## src/rtl/core/tbkc_pkg.sv

```systemverilog
// Shared types, widths and register codes for the tile band knot concordance block.
package tbkc_pkg;

    localparam int TILE_BITS = 16;
    localparam int STEP_W    = 17;
    localparam int COUNT_W   = 17;
    localparam int WSTART_W  = 16;
    localparam int WCOUNT_W  = 17;
    localparam int CFG_IDX_W = 2;
    localparam int CFG_DATA_W = 17;
    localparam int IN_DATA_W  = 64;
    localparam int IN_USER_W  = 2;
    localparam int OUT_DATA_W = 40;

    localparam logic [STEP_W-1:0]  MAX_STEPS = 17'd65536;
    localparam logic [COUNT_W-1:0] COUNT_MAX = 17'h1FFFF;

    // Configuration register indexes
    typedef enum logic [CFG_IDX_W-1:0] {
        REG_WINDOW_START = 2'd0,
        REG_WINDOW_COUNT = 2'd1,
        REG_HIGH_QUALITY = 2'd2
    } cfg_reg_t;

    // One tile step as held in the input register
    typedef struct packed {
        logic signed [TILE_BITS-1:0] a_tile_first;
        logic signed [TILE_BITS-1:0] a_tile_second;
        logic signed [TILE_BITS-1:0] b_tile_first;
        logic signed [TILE_BITS-1:0] b_tile_second;
        logic                        a_low_quality;
        logic                        b_low_quality;
        logic                        last_step;
    } item_t;

    // Counts reported at the end of a band pair
    typedef struct packed {
        logic [COUNT_W-1:0] match_count;
        logic [COUNT_W-1:0] total_count;
    } result_t;

    // Handoff from the input register to the knot core
    typedef struct packed {
        logic  fire;
        item_t item;
    } step_t;

endpackage

```

## src/rtl/core/tbkc_in_stage.sv

```systemverilog
// Input register: captures one tile step per transaction and hands it to the core.
module tbkc_in_stage
    import tbkc_pkg::*;
(
    input  logic                  clk,
    input  logic                  rst_n,
    input  logic                  s_tvalid,
    output logic                  s_tready,
    input  logic [IN_DATA_W-1:0]  s_tdata,
    input  logic [IN_USER_W-1:0]  s_tuser,
    input  logic                  s_tlast,
    input  logic                  out_free,
    output step_t                 step
);

    logic  valid_reg;
    logic  valid_next;
    item_t item_reg;
    item_t item_in;
    logic  advance;

    // A step without a result always moves on; a last step needs the output slot
    assign advance  = valid_reg && (!item_reg.last_step || out_free);
    assign s_tready = !valid_reg || advance;

    // Unpack the incoming transaction
    always_comb
    begin
        item_in.a_tile_first  = s_tdata[15:0];
        item_in.a_tile_second = s_tdata[31:16];
        item_in.b_tile_first  = s_tdata[47:32];
        item_in.b_tile_second = s_tdata[63:48];
        item_in.a_low_quality = s_tuser[0];
        item_in.b_low_quality = s_tuser[1];
        item_in.last_step     = s_tlast;
    end

    // Hold or refill the input register
    always_comb
    begin
        valid_next = valid_reg;
        if (s_tready)
        begin
            valid_next = s_tvalid;
        end
    end

    always_ff @(posedge clk or negedge rst_n)
    begin
        if (!rst_n)
        begin
            valid_reg <= 1'b0;
        end
        else
        begin
            valid_reg <= valid_next;
        end
    end

    always_ff @(posedge clk)
    begin
        if (s_tready && s_tvalid)
        begin
            item_reg <= item_in;
        end
    end

    assign step.fire = advance;
    assign step.item = item_reg;

endmodule

```

## src/rtl/core/tbkc_knot_core.sv

```systemverilog
// Knot tracking core: configuration registers, per-run state and the count update.
module tbkc_knot_core
    import tbkc_pkg::*;
(
    input  logic                  clk,
    input  logic                  rst_n,
    input  logic                  cfg_wr_en,
    input  logic [CFG_IDX_W-1:0]  cfg_index,
    input  logic [CFG_DATA_W-1:0] cfg_data,
    input  step_t                 step,
    output logic                  res_valid,
    output result_t               res
);

    // Configuration
    logic [WSTART_W-1:0] window_start_reg;
    logic [WCOUNT_W-1:0] window_count_reg;
    logic                high_quality_reg;

    // Run state
    logic [STEP_W-1:0]   step_index_reg, step_index_next;
    logic                aligned_started_reg, aligned_started_next;
    logic                cand_open_reg, cand_open_next;
    logic                a_closed_reg, a_closed_next;
    logic                b_closed_reg, b_closed_next;
    logic                values_equal_reg, values_equal_next;
    logic                a_lowq_reg, a_lowq_next;
    logic                b_lowq_reg, b_lowq_next;
    result_t             counts_reg, counts_next;

    logic                a_start;
    logic                b_start;
    logic                same;
    logic                a_open;
    logic                b_open;
    logic                in_window;
    logic [STEP_W:0]     window_end;

    function automatic logic [COUNT_W-1:0] sat_inc(input logic [COUNT_W-1:0] v);
        sat_inc = (v == COUNT_MAX) ? v : v + 1'b1;
    endfunction

    // Count a closed pair unless quality filtering rejects it
    function automatic result_t finish_pair(input result_t c, input logic hq,
                                            input logic alq, input logic blq,
                                            input logic veq);
        result_t r;
        r = c;
        if (!hq || (!alq && !blq))
        begin
            r.total_count = sat_inc(c.total_count);
            if (veq)
            begin
                r.match_count = sat_inc(c.match_count);
            end
        end
        finish_pair = r;
    endfunction

    // Configuration writes
    always_ff @(posedge clk or negedge rst_n)
    begin
        if (!rst_n)
        begin
            window_start_reg <= '0;
            window_count_reg <= '0;
            high_quality_reg <= 1'b1;
        end
        else if (cfg_wr_en)
        begin
            unique case (cfg_reg_t'(cfg_index))
                REG_WINDOW_START: window_start_reg <= cfg_data[WSTART_W-1:0];
                REG_WINDOW_COUNT: window_count_reg <= cfg_data[WCOUNT_W-1:0];
                REG_HIGH_QUALITY: high_quality_reg <= cfg_data[0];
                default: ;
            endcase
        end
    end

    // Step decode
    assign a_start = !step.item.a_tile_first[TILE_BITS-1]
                  && !step.item.a_tile_second[TILE_BITS-1];
    assign b_start = !step.item.b_tile_first[TILE_BITS-1]
                  && !step.item.b_tile_second[TILE_BITS-1];
    assign same    = (step.item.a_tile_first == step.item.b_tile_first)
                  && (step.item.a_tile_second == step.item.b_tile_second);
    assign a_open  = !a_closed_reg;
    assign b_open  = !b_closed_reg;

    assign window_end = {2'b00, window_start_reg} + {1'b0, window_count_reg};
    assign in_window  = (step_index_reg >= {1'b0, window_start_reg})
                     && ((window_count_reg == '0) || ({1'b0, step_index_reg} < window_end));

    // Advance the run state by one step
    always_comb
    begin
        step_index_next      = step_index_reg;
        aligned_started_next = aligned_started_reg;
        cand_open_next       = cand_open_reg;
        a_closed_next        = a_closed_reg;
        b_closed_next        = b_closed_reg;
        values_equal_next    = values_equal_reg;
        a_lowq_next          = a_lowq_reg;
        b_lowq_next          = b_lowq_reg;
        counts_next          = counts_reg;
        res_valid            = 1'b0;
        res                  = counts_reg;

        if (step.fire)
        begin
            // Extend or close the open knots of the current pair
            if (cand_open_reg)
            begin
                if (a_open)
                begin
                    if (a_start)
                    begin
                        a_closed_next = 1'b1;
                        if (!(b_open && b_start))
                        begin
                            values_equal_next = 1'b0;
                        end
                    end
                    else
                    begin
                        if (step.item.a_low_quality)
                        begin
                            a_lowq_next = 1'b1;
                        end
                        if (!same)
                        begin
                            values_equal_next = 1'b0;
                        end
                    end
                end
                if (b_open)
                begin
                    if (b_start)
                    begin
                        b_closed_next = 1'b1;
                        if (!(a_open && a_start))
                        begin
                            values_equal_next = 1'b0;
                        end
                    end
                    else if (step.item.b_low_quality)
                    begin
                        b_lowq_next = 1'b1;
                    end
                end
                if (a_closed_next && b_closed_next)
                begin
                    counts_next    = finish_pair(counts_next, high_quality_reg,
                                                 a_lowq_next, b_lowq_next,
                                                 values_equal_next);
                    cand_open_next = 1'b0;
                end
            end

            // Open a new aligned pair inside the window
            if (in_window && a_start && b_start)
            begin
                aligned_started_next = 1'b1;
                cand_open_next       = 1'b1;
                a_closed_next        = 1'b0;
                b_closed_next        = 1'b0;
                a_lowq_next          = step.item.a_low_quality;
                b_lowq_next          = step.item.b_low_quality;
                values_equal_next    = same;
            end

            if (step_index_reg < MAX_STEPS)
            begin
                step_index_next = step_index_reg + 1'b1;
            end

            // Band end: close the pair, report, and clear the run
            if (step.item.last_step)
            begin
                if (cand_open_next)
                begin
                    counts_next = finish_pair(counts_next, high_quality_reg,
                                              a_lowq_next, b_lowq_next,
                                              values_equal_next);
                end
                res_valid            = 1'b1;
                res                  = counts_next;
                step_index_next      = '0;
                aligned_started_next = 1'b0;
                cand_open_next       = 1'b0;
                a_closed_next        = 1'b0;
                b_closed_next        = 1'b0;
                values_equal_next    = 1'b0;
                a_lowq_next          = 1'b0;
                b_lowq_next          = 1'b0;
                counts_next          = '0;
            end
        end
    end

    always_ff @(posedge clk or negedge rst_n)
    begin
        if (!rst_n)
        begin
            step_index_reg      <= '0;
            aligned_started_reg <= 1'b0;
            cand_open_reg       <= 1'b0;
            a_closed_reg        <= 1'b0;
            b_closed_reg        <= 1'b0;
            values_equal_reg    <= 1'b0;
            a_lowq_reg          <= 1'b0;
            b_lowq_reg          <= 1'b0;
            counts_reg          <= '0;
        end
        else
        begin
            step_index_reg      <= step_index_next;
            aligned_started_reg <= aligned_started_next;
            cand_open_reg       <= cand_open_next;
            a_closed_reg        <= a_closed_next;
            b_closed_reg        <= b_closed_next;
            values_equal_reg    <= values_equal_next;
            a_lowq_reg          <= a_lowq_next;
            b_lowq_reg          <= b_lowq_next;
            counts_reg          <= counts_next;
        end
    end

endmodule

```

## src/rtl/core/tbkc_out_stage.sv

```systemverilog
// Result register: holds the counts of a finished run until the transaction completes.
module tbkc_out_stage
    import tbkc_pkg::*;
(
    input  logic                   clk,
    input  logic                   rst_n,
    input  logic                   res_valid,
    input  result_t                res,
    output logic                   out_free,
    output logic                   m_tvalid,
    input  logic                   m_tready,
    output logic [OUT_DATA_W-1:0]  m_tdata
);

    logic    valid_reg;
    logic    valid_next;
    result_t res_reg;

    assign out_free = !valid_reg || m_tready;

    // Load on a new result, drop once taken
    always_comb
    begin
        valid_next = valid_reg;
        if (m_tready)
        begin
            valid_next = 1'b0;
        end
        if (res_valid)
        begin
            valid_next = 1'b1;
        end
    end

    always_ff @(posedge clk or negedge rst_n)
    begin
        if (!rst_n)
        begin
            valid_reg <= 1'b0;
        end
        else
        begin
            valid_reg <= valid_next;
        end
    end

    always_ff @(posedge clk)
    begin
        if (res_valid)
        begin
            res_reg <= res;
        end
    end

    assign m_tvalid = valid_reg;
    assign m_tdata  = {6'b0, res_reg.total_count, res_reg.match_count};

endmodule

```

## src/rtl/core/tile_band_knot_concordance_top.sv

```systemverilog
// Top level of the tile band knot concordance block.
//
//   channel   direction  fields (lowest bit first)
//   s_*       in         tdata: a_tile_first, a_tile_second, b_tile_first, b_tile_second
//                        tuser: a_low_quality, b_low_quality; tlast: last_step
//   m_*       out        tdata: match_count, total_count, zero pad to 40 bits
//   cfg_*     in         index 0 window_start, 1 window_count, 2 high_quality_only
//
// One tile step is accepted every cycle unless a last step stalls; the core registers the run state.
// The result is loaded into the result register as the last step of a run leaves the input register.
// Only a last step waits for a stalled result register; other steps keep flowing.
// Reset clears the run state and sets high_quality_only; no clearing pass is needed.
module tile_band_knot_concordance_top
    import tbkc_pkg::*;
(
    input  logic                   clk,
    input  logic                   rst_n,
    input  logic                   s_tvalid,
    output logic                   s_tready,
    input  logic [IN_DATA_W-1:0]   s_tdata,   // a_tile_first, a_tile_second, b_tile_first, b_tile_second
    input  logic [IN_USER_W-1:0]   s_tuser,   // a_low_quality, b_low_quality
    input  logic                   s_tlast,
    output logic                   m_tvalid,
    input  logic                   m_tready,
    output logic [OUT_DATA_W-1:0]  m_tdata,   // match_count, total_count, pad
    input  logic                   cfg_wr_en,
    input  logic [CFG_IDX_W-1:0]   cfg_index,
    input  logic [CFG_DATA_W-1:0]  cfg_data
);

    step_t   step;
    logic    out_free;
    logic    res_valid;
    result_t res;

    tbkc_in_stage u_in_stage (
        .clk      (clk),
        .rst_n    (rst_n),
        .s_tvalid (s_tvalid),
        .s_tready (s_tready),
        .s_tdata  (s_tdata),
        .s_tuser  (s_tuser),
        .s_tlast  (s_tlast),
        .out_free (out_free),
        .step     (step)
    );

    tbkc_knot_core u_knot_core (
        .clk       (clk),
        .rst_n     (rst_n),
        .cfg_wr_en (cfg_wr_en),
        .cfg_index (cfg_index),
        .cfg_data  (cfg_data),
        .step      (step),
        .res_valid (res_valid),
        .res       (res)
    );

    tbkc_out_stage u_out_stage (
        .clk       (clk),
        .rst_n     (rst_n),
        .res_valid (res_valid),
        .res       (res),
        .out_free  (out_free),
        .m_tvalid  (m_tvalid),
        .m_tready  (m_tready),
        .m_tdata   (m_tdata)
    );

`ifndef ASSERT_OFF
    // A result never overwrites one that is still waiting
    assert property (@(posedge clk) disable iff (!rst_n)
        res_valid |-> (!m_tvalid || m_tready))
        else $error("result loaded over a pending transaction");

    // Only a last step produces a result
    assert property (@(posedge clk) disable iff (!rst_n)
        res_valid |-> (step.fire && step.item.last_step))
        else $error("result without a last step");

    // Matches are a subset of the counted pairs
    assert property (@(posedge clk) disable iff (!rst_n)
        m_tvalid |-> (m_tdata[16:0] <= m_tdata[33:17]))
        else $error("match count exceeds total count");

    // A new result follows a last step that fired in the previous cycle
    assert property (@(posedge clk) disable iff (!rst_n)
        $rose(m_tvalid) |-> $past(step.fire && step.item.last_step))
        else $error("result raised without a finished run");
`endif

endmodule
```

## config.mk

```make
export PLATFORM = sky130hd
export DESIGN_NAME = tile_band_knot_concordance_top
export DESIGN_NICKNAME = d
export VERILOG_FILES = /design/src/rtl/core/tbkc_pkg.sv /design/src/rtl/core/tbkc_in_stage.sv /design/src/rtl/core/tbkc_knot_core.sv /design/src/rtl/core/tbkc_out_stage.sv /design/src/rtl/core/tile_band_knot_concordance_top.sv
export SDC_FILE = /design/constraint.sdc
export NUM_CORES = 1
export LEC_CHECK = 0
export ABC_CLOCK_PERIOD_IN_PS = 5200
export BUFFER_PORTS_ARGS = -buffer_cell sky130_fd_sc_hd__buf_2
export CAP_MARGIN = 20
export CORE_MARGIN = 8
export CORE_UTILIZATION = 45
export DETAILED_ROUTE_END_ITERATION = 8
export PLACE_DENSITY = 0.67
export SETUP_SLACK_MARGIN = 0.2
export SLEW_MARGIN = 20
export SYNTH_ARGS = -nofsm -noshare
export SYNTH_HDL_FRONTEND = slang
export SYNTH_SLANG_ARGS = --single-unit
```

## constraint.sdc

```tcl
create_clock -name clk -period 5.2 [get_ports clk]
set_input_delay 0.52 -clock clk [delete_from_list [all_inputs] [get_ports clk]]
set_output_delay 0.52 -clock clk [all_outputs]
set_load 0.03 [all_outputs]
```

Word-level counts from Yosys, hierarchy flattened
Index checks and enable logic that the tools add are counted.
{ "classes": {"add_sub_neg": 6, "magnitude_cmp": 3, "eq_ne": 8, "n_mux": 71, "reduce_logical": 43} }
{ "op_table": {"columns": ["operator", "n"], "rows": [
  ["34-bit 2-to-1 mux", 9],
  ["17-bit 2-to-1 mux", 8],
  ["17-bit by 1-bit adder with 17-bit output, second input constant", 5],
  ["17-bit == test, second input constant", 4],
  ["1-bit 2-to-1 mux", 54],
  ["16-bit == test", 2],
  ["16-bit by 17-bit adder with 18-bit output", 1],
  ["17-bit by 18-bit < comparator with 1-bit output", 1],
  ["17-bit by 16-bit >= comparator with 1-bit output", 1],
  ["17-bit logical NOT", 1],
  ["17-bit < comparator, second input constant", 1],
  ["1-bit logical NOT", 14],
  ["1-bit logical AND", 13],
  ["2-bit AND reduction", 5],
  ["1-bit logical OR", 6],
  ["2-bit nonzero test", 2],
  ["3-bit nonzero test", 1],
  ["2-bit by 1-bit == test with 1-bit output, second input constant", 1],
  ["2-bit == test, second input constant", 1],
  ["2-bit logical NOT", 1]
]} }
{ "totals": {"regBits": 194, "inputBits": 91, "output_inout_bits": 42, "wordCells": 154} }

Logic depth before layout (Yosys ltp)
{ "depth": {"word_depth": 23, "ltp_mapped": 23, "depth_no_buf": 22} }

Hierarchy
From an unflattened synthesis, not the netlist that was laid out.
{ "unflattened": {"cells_unflattened": 1112, "area_unflattened_um2": 11359.6} }
{ "by_module_without_submodules": {"columns": ["module", "instances", "cells_each", "area_each_um2", "seq_area_each_um2"], "rows": [
  ["tbkc_knot_core", 1, 994, 8151.6, 2278.4],
  ["tbkc_in_stage", 1, 74, 2090.8, 2037.0],
  ["tbkc_out_stage", 1, 44, 1117.3, 1046.0]
]} }

Worst setup path after synthesis
Ideal clock, no wire load.
{ "synth_timing": {"path_type": "reg2reg", "from": "reg u_knot_core.window_count_reg[0]", "to": "reg u_out_stage.res_reg (netlist bit u_out_stage.m_tdata[1]), data pin", "setup_time_ps": 263, "arrival_ps": 5095, "required_ps": 4937, "setup_slack_ps": -158, "stages_incl_launch_ff": 22, "n_path_buf": 1, "period_less_slack_ps": 5358, "path_cell_list": "dfrtp_1 -> ha_1 -> fa_1 -> a21o_1 -> a21oi_1 -> o21bai_1 -> a21oi_1 -> o211ai_1 -> a41o_1 -> o41ai_1 -> o21bai_1 -> a21oi_1 -> xor2_1 -> ha_1 -> a21oi_1 -> a211o_1 -> o31ai_1 -> a21oi_1 -> nor3_1 -> clkbuf_1 -> nor3_1 -> a2111o_1"} }
{ "synth_lines": {"columns": ["element", "line", "rtl"], "rows": [
  ["from (decl)", "tbkc_knot_core.sv:17", "logic [WCOUNT_W-1:0] window_count_reg;"],
  ["from (signal assigned)", "tbkc_knot_core.sv:73", "REG_WINDOW_COUNT: window_count_reg <= cfg_data[WCOUNT_W-1:0];"],
  ["to (signal assigned)", "tbkc_out_stage.sv:51", "res_reg <= res;"],
  ["to (decl)", "tbkc_out_stage.sv:17", "result_t res_reg;"]
]} }

==> metrics.txt <==
FFs w/ async S/R, synth a little under half; pin slew with the least headroom to its limit 970.7 ps; mux cell area share after synthesis between 2 and 2.5%; clk root buf clkbuf_16; vias per cell 5.642; flop2flop setup slack about 320 ps; Nets between 1000 and 1500; area leader, netlist edfxtp_1; min Tclk post-route 4882 ps; compound-gate portion of the synthesized area 14.68%; Final HPWL DP ~19000 um; top cell type's share of synthesized area between 20% and 30%; worst hold-check path type primary input to asynchronous set/reset pin; final WL approximately 27000 um; initial antenna violation count 0; Worst-Skew Late Latency approximately 430 ps; number of diodes 0; largest cells by area after synthesis edfxtp_1 (27%), dfrtp_1 (21%), ha_1 (6.0%), xor2_1 (4.5%), o21ai_0 (4.0%); CTS tree yes; clock buffer depth 2; Post-Place Cell Area roughly 0.012 sq mm; number of synthesized flops with an enable pin between 100 and 150; final clock skew between 10 and 15 ps; Post-Layout Cell Count roughly 1500; setup TNS 0 ps; Fmax achieved 204.8 MHz; Max Cap Viol 0; Primary FF master, synth edfxtp_1; first-pass GRT wire length ~43000 um; signal arrival time at the worst endpoint just over 5000 ps; CP max FO 7; Final Hold Violating Endpoints 0; via count between 8000 and 9000; Die H about 170 um; pwr/cell area roughly 300 mW/mm^2; CTS sink cnt 194; Core Rows 57; post-route clock period utilization a little over nine tenths; Syn Inst Count about 1100; CTS Buf Count 17; H-tree levels 4; relative slew slack about a third; Residual DRC 0; warnings from Yosys 0; synth unique cells slightly below 80; vias in the first global route 8710; gp weighted congestion 0.8836; setup violators final 0; drt first-iter violations between 400 and 500; die width about 170 um; Setup WS post-layout between 300 and 400 ps; syn avg cell area slightly above 10 sq um; Port Buffer Count 126; Setup CP Type flop to flop; maximum vdd ir drop between 0.15 and 0.2 mV; sequential share of the synthesized area about 48%; Pre-antenna DRT Iters 5; pin count of the biggest net entering global routing 68; max FFs per register 67; gr usage total roughly 18%; status finished, final reports clean; Placeable Area ~0.024 sq mm; post-DR wirelength/cell around 17 um; Post-DRT Antenna Nets 0; synthesized cell area 0.01112 sq mm; dpl cells roughly 1500; number of hold buffers added after CTS 0; layout cells sized above 1 a little under a quarter; Initial Util between 40% and 50%; largest family of logic cells by synthesized area simple AND/OR/NAND/NOR gates; Clock transition at path regs approximately 80 ps; Synth Area in XOR/XNOR 7.708%; # IOs approximately 130; pre-CTS WS -199.5 ps; CP endpoint kind flop; design area approximately 0.013 sq mm; crit start category flop; die footprint around 0.030 sq mm; GRT overflow 0; Synth Area in Adders 6.144%; area grow syn2layout 17.95%; RSZ-0062 raised after global routing yes; Crit path required time around 5400 ps; Static Leak 5.180 nW; simple logic cell fraction of the synthesized area 16.98%; #FFs+latches synth between 150 and 200; Slew Viols, Final 0
## cells in the final DEF, fill, tap and decap left out, types with 8 or more instances in the layout
cell type    n
a31oi_1     12
xnor2_1     36
o31ai_1     15
o21ai_1     12
and3_1       8
buf_2      125
edfxtp_1   101
nor3_1      22
inv_1       35
a21oi_1     40
nor4_1      19
mux2_2      22
a21o_1      11
xor2_1      57
a21oi_2      9
nand4_1     19
buf_4       32
and2_1       8
nor2_1      62
nand2_1    117
nand2b_1    13
ha_1        50
or3_1        9
nand3_1     28
o21ai_0     83
dfrtp_1     92
clkbuf_16   17
## final timing paths
| path | from | to | cells past startpoint |
|---|---|---|---|
| min | rst_n | u_knot_core.counts_reg[21] | 1 |
| min reg2reg | u_knot_core.b_lowq_reg | u_knot_core.b_lowq_reg | 2 |
| max reg2reg | u_knot_core.window_count_reg[0] | u_out_stage.m_tdata[22] | 24 |
| max | u_knot_core.window_count_reg[0] | u_out_stage.m_tdata[22] | 24 |
| min in group clk | s_tdata[45] | u_in_stage.step[32] | 1 |
| max in group asynchronous | rst_n | u_knot_core.window_count_reg[8] | 2 |
## per-layer routing
layer	GRT usage, %	share of wire (%)	up-vias
met1	22.82	45	4150
met3	3.834	6.1	46
met5	0	0	-
met2	28.43	47	299
li1	-	-	4244
met4	6.252	2.1	0
## what timing repair did
item,4_1_cts,5_1_grt
pin swaps,13,19
gates resized for setup,12,44
gates cloned,0,1
buffers inserted,4,7
endpoints found under the setup margin,33,30
## per-stage QoR
| stage | util, % | power [W] | hold WS, ps |
|---|---|---|---|
| 4_1_cts | 52.67 | 0.003924 | 98.71 |
| 2_1_floorplan | - | 0.002369 | 224.4 |
| 5_1_grt | 53.93 | 0.004126 | 115.7 |
| 3_3_place_gp | 49.91 | 0.002590 | 490.9 |
| 3_5_place_dp | 49.91 | 0.002613 | 490.4 |
| 6_report | 53.93 | 0.003923 | 82.41 |
## power by group
group	internal [W]	switching (W)	leakage [nW]
logic	0.000354	0.000458	2.68
clock network	0.000649	0.000643	0.287
registers	0.00173	0.0000866	2.21
## logic make-up (layout without fill, tap and decap cells)
| logic type | count (synthesis) | in the layout |
|---|---|---|
| multiplexers | 25 | 25 |
| other | 1 | 6 |
| flip-flops | 194 | 194 |
| buffers and inverters | 92 | 230 |
| AND/OR/NAND/NOR | 365 | 365 |
| adder cells (fa/ha/maj) | 54 | 54 |
| XOR/XNOR | 97 | 97 |
| AO/OA/AOI/OAI | 253 | 254 |
## synthesized netlist by cell type, types with 9 or more instances
master	number
nor4_1	26
nor2_1	62
buf_4	9
a31oi_1	13
or3_1	10
xor2_1	57
buf_2	10
clkbuf_1	31
ha_1	53
a21o_1	11
nand3_1	31
nand2_1	117
nor3_1	24
o31ai_1	16
and2_1	9
a21oi_1	46
nand2b_1	13
nand4_1	19
dfrtp_1	92
mux2_2	22
o21ai_1	11
o21ai_0	88
edfxtp_1	101
inv_1	36
xnor2_1	39
## worst max-delay path, cell delays in order, from the launching register on
cell and delay (ps):
dfrtp_1 390, ha_2 200, fa_2 340, a21o_1 190, a21oi_2 140, o21bai_1 90
a21oi_2 140, o211ai_1 130, a41o_1 240, o41ai_2 240, buf_4 170, buf_6 100
xnor2_4 60, ha_4 170, nor4_2 210, o21ai_1 120, a221oi_2 290, o31ai_4 150
buf_4 180, o21ai_4 190, o41ai_4 180, buf_6 220, buf_4 140, o32ai_4 210
xor2_1 100
## final cells by class
class | count | area (sq um)
Fill cell | 2115 | 11200
Multi-Input combinational cell | 801 | 5699
Sequential cell | 194 | 5361
Timing Repair Buffer | 162 | 922.1
Clock buffer | 18 | 429.2
Tap cell | 324 | 405.4
Clock inverter | 14 | 162.7
Inverter | 36 | 135.1
Power figures use the tool's default switching activity.
